$ cat src/hdl/bmx_pkg.sv
`default_nettype none

package bmx_pkg;

  localparam int LIMB_W         = 64;
  localparam int OPERAND_WORDS  = 4;
  localparam int EXPONENT_WORDS = 4;
  localparam int OP_W           = LIMB_W * OPERAND_WORDS;
  localparam int EXP_W          = LIMB_W * EXPONENT_WORDS;
  localparam int OPC_W          = 2;
  localparam int WIDX_W         = 2;
  localparam int CNT_W          = $clog2(OP_W);
  localparam int POS_W          = $clog2(EXP_W) + 1;

  localparam logic [OPC_W-1:0] OPC_BASE = 2'd0;
  localparam logic [OPC_W-1:0] OPC_EXP  = 2'd1;
  localparam logic [OPC_W-1:0] OPC_MOD  = 2'd2;

  typedef struct packed {
    logic clr;
    logic add;
    logic sub1;
    logic sub2;
  } bmx_cell_ctrl_t;

  typedef struct packed {
    logic clr;
    logic add;
    logic red;
  } bmx_chain_op_t;

endpackage

`default_nettype wire

$ cat src/hdl/bmx_cell.sv
`default_nettype none

module bmx_cell import bmx_pkg::*; (
  input  logic                clk,
  input  bmx_cell_ctrl_t      ctrl,
  input  logic [LIMB_W-1:0]   b,
  input  logic [LIMB_W-1:0]   m,
  input  logic                r_shin,
  input  logic                m_shin,
  input  logic                add_bit,
  input  logic                cin,
  input  logic                bin1,
  input  logic                bin2,
  output logic [LIMB_W-1:0]   r,
  output logic                cout,
  output logic                bout1,
  output logic                bout2
);

  logic [LIMB_W:0] sum;
  logic [LIMB_W:0] dif1;
  logic [LIMB_W:0] dif2;

  always_comb begin
    sum  = {1'b0, r[LIMB_W-2:0], r_shin} + {1'b0, (add_bit ? b : {LIMB_W{1'b0}})}
           + {{LIMB_W{1'b0}}, cin};
    dif1 = {1'b0, r} - {1'b0, m} - {{LIMB_W{1'b0}}, bin1};
    dif2 = {1'b0, r} - {1'b0, m[LIMB_W-2:0], m_shin} - {{LIMB_W{1'b0}}, bin2};
  end

  assign cout  = sum[LIMB_W];
  assign bout1 = dif1[LIMB_W];
  assign bout2 = dif2[LIMB_W];

  always_ff @(posedge clk) begin
    if (ctrl.clr) begin
      r <= '0;
    end else if (ctrl.add) begin
      r <= sum[LIMB_W-1:0];
    end else if (ctrl.sub2) begin
      r <= dif2[LIMB_W-1:0];
    end else if (ctrl.sub1) begin
      r <= dif1[LIMB_W-1:0];
    end
  end

endmodule

`default_nettype wire

$ cat src/hdl/bmx_chain.sv
`default_nettype none

module bmx_chain import bmx_pkg::*; (
  input  logic              clk,
  input  bmx_chain_op_t     op,
  input  logic              add_bit,
  input  logic [OP_W-1:0]   b,
  input  logic [OP_W-1:0]   m,
  output logic [OP_W-1:0]   r
);

  localparam int N = OPERAND_WORDS;

  logic [LIMB_W-1:0] r_w [N];
  logic [N-1:0]      co;
  logic [N-1:0]      bo1;
  logic [N-1:0]      bo2;
  logic [1:0]        ext;
  logic [2:0]        hi2;
  logic              ok1;
  logic              ok2;
  bmx_cell_ctrl_t    cctrl;

  // value under reduction is ext * 2^OP_W + r, below three times the modulus
  always_comb begin
    hi2   = {1'b0, ext} - {2'b0, m[OP_W-1]} - {2'b0, bo2[N-1]};
    ok2   = !hi2[2];
    ok1   = !((ext == 2'd0) && bo1[N-1]);
    cctrl.clr  = op.clr;
    cctrl.add  = op.add;
    cctrl.sub2 = op.red && ok2;
    cctrl.sub1 = op.red && ok1 && !ok2;
  end

  for (genvar i = 0; i < N; i++) begin : g_cell
    logic r_shin;
    logic m_shin;
    logic cin;
    logic bin1;
    logic bin2;

    if (i == 0) begin : g_first
      assign r_shin = 1'b0;
      assign m_shin = 1'b0;
      assign cin    = 1'b0;
      assign bin1   = 1'b0;
      assign bin2   = 1'b0;
    end else begin : g_rest
      assign r_shin = r_w[i-1][LIMB_W-1];
      assign m_shin = m[i*LIMB_W-1];
      assign cin    = co[i-1];
      assign bin1   = bo1[i-1];
      assign bin2   = bo2[i-1];
    end

    bmx_cell u_cell (
      .clk     (clk),
      .ctrl    (cctrl),
      .b       (b[i*LIMB_W +: LIMB_W]),
      .m       (m[i*LIMB_W +: LIMB_W]),
      .r_shin  (r_shin),
      .m_shin  (m_shin),
      .add_bit (add_bit),
      .cin     (cin),
      .bin1    (bin1),
      .bin2    (bin2),
      .r       (r_w[i]),
      .cout    (co[i]),
      .bout1   (bo1[i]),
      .bout2   (bo2[i])
    );

    assign r[i*LIMB_W +: LIMB_W] = r_w[i];
  end

  always_ff @(posedge clk) begin
    if (op.clr || op.red) begin
      ext <= 2'd0;
    end else if (op.add) begin
      ext <= {1'b0, r_w[N-1][LIMB_W-1]} + {1'b0, co[N-1]};
    end
  end

endmodule

`default_nettype wire

$ cat config.mk
export PLATFORM = sky130hd
export DESIGN_NAME = bmx_chain
export DESIGN_NICKNAME = d
export VERILOG_FILES = /design/src/hdl/bmx_pkg.sv /design/src/hdl/bmx_cell.sv /design/src/hdl/bmx_chain.sv
export SDC_FILE = /design/constraint.sdc
export NUM_CORES = 2
export LEC_CHECK = 0
export BUFFER_PORTS_ARGS = -buffer_cell sky130_fd_sc_hd__buf_2
export CAP_MARGIN = 10
export CORE_MARGIN = 2
export CORE_UTILIZATION = 55
export CTS_BUF_LIST = sky130_fd_sc_hd__clkbuf_16
export CTS_CLUSTER_DIAMETER = 40
export DETAILED_ROUTE_END_ITERATION = 10
export PLACE_DENSITY = 0.76
export SLEW_MARGIN = 20
export SYNTH_ARGS = -nofsm -noshare
export SYNTH_HDL_FRONTEND = slang
export SYNTH_SLANG_ARGS = --single-unit
$ cat constraint.sdc
create_clock -name clk -period 38.3 [get_ports clk]
set_input_delay 1.915 -clock clk [delete_from_list [all_inputs] [get_ports clk]]
set_output_delay 1.915 -clock clk [all_outputs]
set_load 0.005 [all_outputs]
# After elaboration in Yosys (flattened, before gate mapping)
# Cells that the tools add are included.
# totals
reg_bits	258
latch_bits	0
ram_bits	0
rom_bits	0
input_bits	517
out_inout_bits	256
memories	0
# classes
add_sub_neg	24
multipliers	0
n_div	0
order_cmp	0
n_eq_ne	0
shift	0
n_mux	16
bitwise	0
reduce_logical	9
# ops
cell	count
two-way mux 64 bit	16
subtractor 64 x 64 -> 65 bit	8
subtractor 65 x 1 -> 65 bit	6
adder 64 x 64 -> 65 bit	4
adder 65 x 1 -> 65 bit	3
logical AND 1 bit	4
nonzero test 3 bit	1
subtractor 2 x 1 -> 3 bit	1
subtractor 3 x 1 -> 3 bit	1
adder 1 x 1 -> 2 bit	1
zero test 1 bit	2
zero test 2 bit	1
logical OR 1 bit	1

# Logic depth before layout (Yosys ltp)
# depth
word_depth	11
ltp_mapped	73
ltp_nobuf	70

# Hierarchy
# A second synthesis with hierarchy kept.
# unflattened
hier_cells	10225
hier_area_um2	70567.7
# by_module_without_submodules
mod	n_inst	cells_each	area_each_um2
bmx_cell at g_cell[1].u_cell ...	3	2565	17616.9
bmx_cell at g_cell[0].u_cell	1	2515	17579.4
bmx_chain	1	15	137.6

# Worst setup path before layout
# Ideal clock, no wire load.
# synth_path
kind	input to register
from	in m[1]
to	reg g_cell[3].u_cell.r[56]
arrival_time_ns	16.685
path_slack_ns	21.486
stages	71
path_buffers	4
path_cell_list	inv_1 ha_1 nor2b_1 o31ai_1 a21oi_1 a21oi_1 nor3_1 o211a_1 o2111ai_1 a21oi_1 a2111oi_1 o21bai_1 a21o_1 fa_1 inv_1 ha_1 or2_2 fa_1 (+35 left out) a31oi_1 and4_1 o21ai_0 nand3_1 a41oi_1 o21ai_0 o21ai_0 xnor2_1 ha_1 a211o_1 and2_1 clkbuf_1 buf_1 clkbuf_1 clkbuf_1 nor2_1 a21oi_1 o21ai_0
# synth_via
elab_chain_len	9
word_cells_on_any_way	19
classes_between	add/sub: 9; mux: 3; reduce/logical: 7
# synth_lines
element	line	source
start, declared	bmx_chain.sv:8	input logic [OP_W-1:0] m,
subtractor 64 x 64 -> 65 bit, on equally long branches	bmx_cell.sv:28, bmx_cell.sv:27	
subtractor 65 x 1 -> 65 bit, on equally long branches (3 in series)	bmx_cell.sv:28, bmx_cell.sv:27	
subtractor 3 x 1 -> 3 bit or logical AND 1 bit (tied branches)	bmx_chain.sv:26, bmx_chain.sv:28	
zero test 1 bit, on equally long branches	bmx_chain.sv:27, bmx_chain.sv:28	
logical AND 1 bit, on equally long branches	bmx_chain.sv:31, bmx_chain.sv:32	
two-way mux 64 bit or logical AND 1 bit (tied branches)	bmx_cell.sv:40, bmx_chain.sv:32	
two-way mux 64 bit or nonzero test 3 bit (tied branches)	n/a	
end signal, assigned	bmx_cell.sv:39	r <= sum[LIMB_W-1:0];
end signal, assigned	bmx_cell.sv:41	r <= dif2[LIMB_W-1:0];
end signal, assigned	bmx_cell.sv:43	r <= dif1[LIMB_W-1:0];
end, declared	bmx_cell.sv:14	output logic [LIMB_W-1:0] r,
# Parallel ways exist; a longest one is shown, timed or not. The select of a mux whose other input is x is not followed.
# A chain may end at the register's enable or synchronous reset.

# Final worst setup path
# layout_path
from	in m[1]
to	reg g_cell[1].u_cell.r[45]
# layout_via
elab_chain_len	9
word_cells_on_any_way	19
classes_between	add/sub: 9; mux: 3; reduce/logical: 7
# layout_lines
element	line
subtractor 64 x 64 -> 65 bit, on equally long branches	bmx_cell.sv:28, bmx_cell.sv:27
subtractor 65 x 1 -> 65 bit, on equally long branches (3 in series)	bmx_cell.sv:28, bmx_cell.sv:27
subtractor 3 x 1 -> 3 bit or logical AND 1 bit (tied branches)	bmx_chain.sv:26, bmx_chain.sv:28
zero test 1 bit, on equally long branches	bmx_chain.sv:27, bmx_chain.sv:28
logical AND 1 bit, on equally long branches	bmx_chain.sv:31, bmx_chain.sv:32
two-way mux 64 bit or logical AND 1 bit (tied branches)	bmx_cell.sv:40, bmx_chain.sv:32
two-way mux 64 bit or nonzero test 3 bit (tied branches)	n/a
end signal, assigned	bmx_cell.sv:39
end signal, assigned	bmx_cell.sv:41
end signal, assigned	bmx_cell.sv:43
end, declared	bmx_cell.sv:14
# Parallel ways exist; a longest one is shown, timed or not. The select of a mux whose other input is x is not followed.

==> metrics.txt <==
# TYPE chip_impl_metric gauge
chip_impl_metric{name="globalRoute.totalOverflow",unit=""} 0
chip_impl_metric{name="vias_per_inst",unit=""} 6.527
chip_impl_metric{name="fp.dieH",unit="um"} 354.0
chip_impl_metric{name="mappedNetlistArea",unit="sq um"} 67370
chip_impl_metric{name="cell_total_after_placement",unit=""} 11776
chip_impl_metric{name="synth_top_cell_area_share",unit="%"} 21.12
chip_impl_metric{name="post_dp_cell_area",unit="sq um"} 71780
chip_impl_metric{name="synthesis.yosys.warnings",unit=""} 0
chip_impl_metric{name="post_synthesis_register_bit_count",unit=""} 258
chip_impl_metric{name="post_synth.cell_area_avg",unit="sq um"} 6.861
chip_impl_info{name="critical_path.slowest_cell",value="nor2_2"} 1
chip_impl_info{name="min_to",value="g_cell[1].u_cell.r[63]"} 1
chip_impl_metric{name="critical_path_arrival",unit="ns"} 22.82
chip_impl_metric{name="detailedRoute.firstIterationViolations",unit=""} 9149
chip_impl_metric{name="power",unit="W"} 0.006800
chip_impl_info{name="launch_point_of_the_worst_hold_path",value="g_cell[1].u_cell.r[63]"} 1
chip_impl_metric{name="achievable-frequency",unit="MHz"} 44.89
chip_impl_info{name="tritoncts",value="yes"} 1
chip_impl_metric{name="crit_buf_inv",unit=""} 4
chip_impl_info{name="synthTopCellsByCount",value="1,190 x inv_1, 1,137 x ha_1, 973 x a21oi_1"} 1
chip_impl_info{name="synth.largest_area_cell",value="ha_1"} 1
chip_impl_metric{name="synth-seq-area-share",unit="%"} 7.666
chip_impl_info{name="cts.root.buffer_cell",value="clkbuf_16"} 1
chip_impl_metric{name="finalHoldViolations",unit=""} 0
chip_impl_metric{name="cts.clk_slew.worst_paths",unit="ns"} 0.04
chip_impl_metric{name="grt_use_total",unit="%"} 44.16
chip_impl_metric{name="timing.critical_path.required",unit="ns"} 38.84
chip_impl_metric{name="stdcell_count",unit=""} 11948
chip_impl_metric{name="cts.sinks",unit=""} 258
chip_impl_metric{name="rows",unit=""} 128
chip_impl_metric{name="initial_utilization",unit="%"} 55.35
chip_impl_metric{name="place.port_buffers",unit=""} 772
chip_impl_metric{name="area_growth_synth_to_finish",unit="%"} 10.65
chip_impl_metric{name="relSlewSlack",unit="%"} 8.856
chip_impl_metric{name="grt_pass1_vias",unit=""} 72702
chip_impl_metric{name="regToRegSetupSlack",unit="ns"} 16.98
chip_impl_metric{name="postSynthCellCount",unit=""} 9820
chip_impl_info{name="rr_startpoint",value="g_cell[0].u_cell.r[2]"} 1
chip_impl_metric{name="globalplace.congestion",unit=""} 1.051
chip_impl_info{name="setup.worst_path.class",value="input pin to flip-flop"} 1
chip_impl_info{name="critical_path.startpoint_type",value="input pin"} 1
chip_impl_metric{name="shortest_period_the_worst_path_allows",unit="ns"} 22.28
chip_impl_metric{name="drc_errors",unit=""} 0
chip_impl_metric{name="worst_hold_path.num_cells",unit=""} 2
chip_impl_info{name="cp_common_cell",value="a21oi_1"} 1
chip_impl_metric{name="grt_antenna_before_repair",unit=""} 38
chip_impl_info{name="post-synth-top-count-cell",value="inv_1"} 1
chip_impl_metric{name="largest_net_degree_at_the_start_of_global_routing",unit=""} 176
chip_impl_metric{name="min_period_over_period",unit="%"} 58.16
chip_impl_metric{name="cts_buffer_depth",unit=""} 3
chip_impl_info{name="ys.flop_type",value="dfxtp_1"} 1
chip_impl_metric{name="routed-via-count",unit=""} 77981
chip_impl_metric{name="worstSkewPairLatency",unit="ns"} 0.70
chip_impl_info{name="synth_top_cells_by_area",value="ha_1 21%, dfxtp_1 7.7%, a21oi_1 7.2%, inv_1 6.6%, a21o_1 5.0%"} 1
chip_impl_metric{name="fin_worst_skew",unit="ns"} 0.02661
chip_impl_metric{name="drt_pre_antenna_iters",unit=""} 7
chip_impl_metric{name="max_cap_viols",unit=""} 0
chip_impl_metric{name="worst_path_largest_cell_delay",unit="ns"} 1.10
chip_impl_metric{name="htree_num_levels",unit=""} 3
chip_impl_metric{name="power_per_cell_area",unit="nW/um^2"} 91.21
chip_impl_metric{name="synth_enable_flop_cells",unit=""} 0
chip_impl_info{name="worst_setup_path_end_kind",value="flip-flop"} 1
chip_impl_metric{name="post_drt_wl_per_cell",unit="um"} 24.44
chip_impl_metric{name="count_of_buffers_added_by_post_cts_timing_repair_for_setup",unit=""} 0
chip_impl_metric{name="die_ar",unit="sq um"} 125300
chip_impl_metric{name="antenna_violating_nets_left",unit=""} 0
chip_impl_metric{name="setup_viol",unit=""} 0
chip_impl_metric{name="fp.dieW",unit="um"} 354.0
chip_impl_metric{name="dpl.hpwl",unit="um"} 235600
chip_impl_metric{name="layout-drive-gt1-share",unit="%"} 10.48
chip_impl_metric{name="post_cts_hold_buffer_count",unit=""} 0
chip_impl_metric{name="drt-total-wl",unit="um"} 292000
chip_impl_metric{name="synth.lib_cells_used.distinct",unit=""} 117
chip_impl_metric{name="synth_async_sr_flop_share",unit="%"} 0
chip_impl_metric{name="final_nets",unit=""} 11910
chip_impl_info{name="outcome",value="finished clean"} 1
chip_impl_metric{name="top_level_ports",unit=""} 773
chip_impl_info{name="critical-path-top-delay-family",value="compound AO/OA/AOI/OAI gates"} 1
chip_impl_metric{name="mappedNetlistNets",unit=""} 11495
chip_impl_metric{name="ctsResizeCount",unit=""} 0
chip_impl_metric{name="worst-slew-pin-transition",unit="ns"} 1.355
chip_impl_metric{name="grt_pass1_wl",unit="um"} 432900
chip_impl_metric{name="post-route-cell-area",unit="sq um"} 74550
chip_impl_info{name="rsz_0062_raised_after_global_routing",value="false"} 1
chip_impl_metric{name="pins_over_slew_limit",unit=""} 0
chip_impl_metric{name="r2r.worst_path.cells",unit=""} 67
chip_impl_info{name="worstHoldPathType",value="flip-flop to flip-flop"} 1
chip_impl_metric{name="cts_buffers",unit=""} 82
chip_impl_metric{name="placeableCoreArea",unit="sq um"} 121700
chip_impl_info{name="worst_r2r_endpoint",value="g_cell[1].u_cell.r[45]"} 1
chip_impl_metric{name="leakagePower",unit="nW"} 37.18
chip_impl_metric{name="vdd.ir_drop.worst",unit="mV"} 0.06672
chip_impl_metric{name="top_fanout_value_on_the_critical_path",unit=""} 58
chip_impl_metric{name="final.setup.tns",unit="ns"} 0
registers in the layout, indices dropped and copies added, names as in the netlist:
register	count
g_cell.u_cell.r	256
ext	2
per-stage QoR:
stage	worst slack [ns]	util (%)	hold slack, ns
floorplan	21.49	-	0.4685
global placement	16.63	58.96	0.4897
detailed placement	16.04	58.97	0.5035
CTS	16.66	61.18	0.5139
global route	15.30	61.22	0.5626
finish	16.02	61.25	0.5125
routing by layer:
layer	routed length, um	GRT usage [%]	vias up
li1	-	-	36050
met4	20560	27.21	18
met5	133	0.1887	-
met1	114800	55.69	36262
met2	123900	67.88	4680
met3	32600	10.37	971
how the worst max path moves through the flow:
stage                                   to  start  depth (start not counted)  slack [ns]
finish              g_cell[1].u_cell.r[45]   m[1]                         69       16.02
global route        g_cell[0].u_cell.r[32]   m[1]                         69       15.30
CTS                 g_cell[1].u_cell.r[45]   m[1]                         69       16.66
detailed placement  g_cell[1].u_cell.r[45]   m[1]                         69       16.04
global placement    g_cell[1].u_cell.r[45]   m[1]                         69       16.63
floorplan           g_cell[3].u_cell.r[56]   m[1]                         71       21.49
kinds of logic (layout without fill, tap and decap cells):
logic type      after synthesis  after routing  synth area share (%)
other cells                   0             25                     0
xor+xnor                    661            661                 8.593
flops                       258            258                 7.666
buf+inv                    1669           2147                 9.464
mux                          45             45                0.6853
compound gates             3346           3346                 32.31
fa+ha+maj                  1158           1158                 21.74
simple gates               2683           2683                 19.54
power by group:
group	internal (W)	switching [W]
clock network	0.000454	0.000234
logic	0.00205	0.00346
registers	0.000377	0.000218
total	0.00288	0.00392
cell usage in the layout (no fill, tap or decap), types with 24 or more instances in the layout:
master | netlist | routed
a31oi_1 | 122 | 121
o221ai_1 | 31 | 31
buf_2 | 59 | 769
ha_1 | 1137 | 1137
a221oi_1 | 43 | 43
buf_4 | 7 | 36
o21a_1 | 98 | 98
nand2b_1 | 95 | 95
a21boi_0 | 34 | 34
diode_2 | 0 | 25
or3_1 | 55 | 55
clkbuf_16 | 0 | 84
a22oi_1 | 42 | 42
and2_1 | 296 | 295
o21ai_0 | 554 | 554
mux2i_1 | 36 | 36
a21o_1 | 453 | 453
o31ai_1 | 64 | 64
nand4_1 | 193 | 193
a311oi_1 | 36 | 36
o31a_1 | 24 | 24
nand3_1 | 155 | 155
nor2_1 | 601 | 596
o211ai_1 | 105 | 105
o22ai_1 | 75 | 75
nand2_1 | 770 | 765
a211oi_1 | 275 | 275
a21oi_1 | 973 | 973
xor2_1 | 276 | 276
nor2b_1 | 77 | 77
o21bai_1 | 142 | 142
or2_2 | 35 | 35
dfxtp_1 | 258 | 258
a221o_1 | 27 | 27
xnor2_1 | 385 | 385
nor3_1 | 182 | 182
nor4_1 | 32 | 31
and3_1 | 87 | 87
inv_1 | 1190 | 1198
worst reg2reg max path: cells and delay by family (launching register included):
| kind | cells | cell delay [ns] |
|---|---|---|
| and+or+nand+nor | 16 | 5.66 |
| xor gates and xnor gates | 3 | 1.46 |
| buffers and inverters | 2 | 0.25 |
| DFF | 1 | 0.49 |
| adders and majority gates | 11 | 4.07 |
| AOI/OAI and AO/OA | 35 | 9.24 |
area by class of cell:
cell class	count	area [sq um]
multi-input cells	7893	55950
fillers	11685	47170
flip-flops and latches	258	5165
inverters	1191	4473
repair buffers	809	4177
clock buffers	84	2102
well taps	1625	2033
clock inverters	63	593.1
diodes	25	62.56
Power figures use the tool's default switching activity.
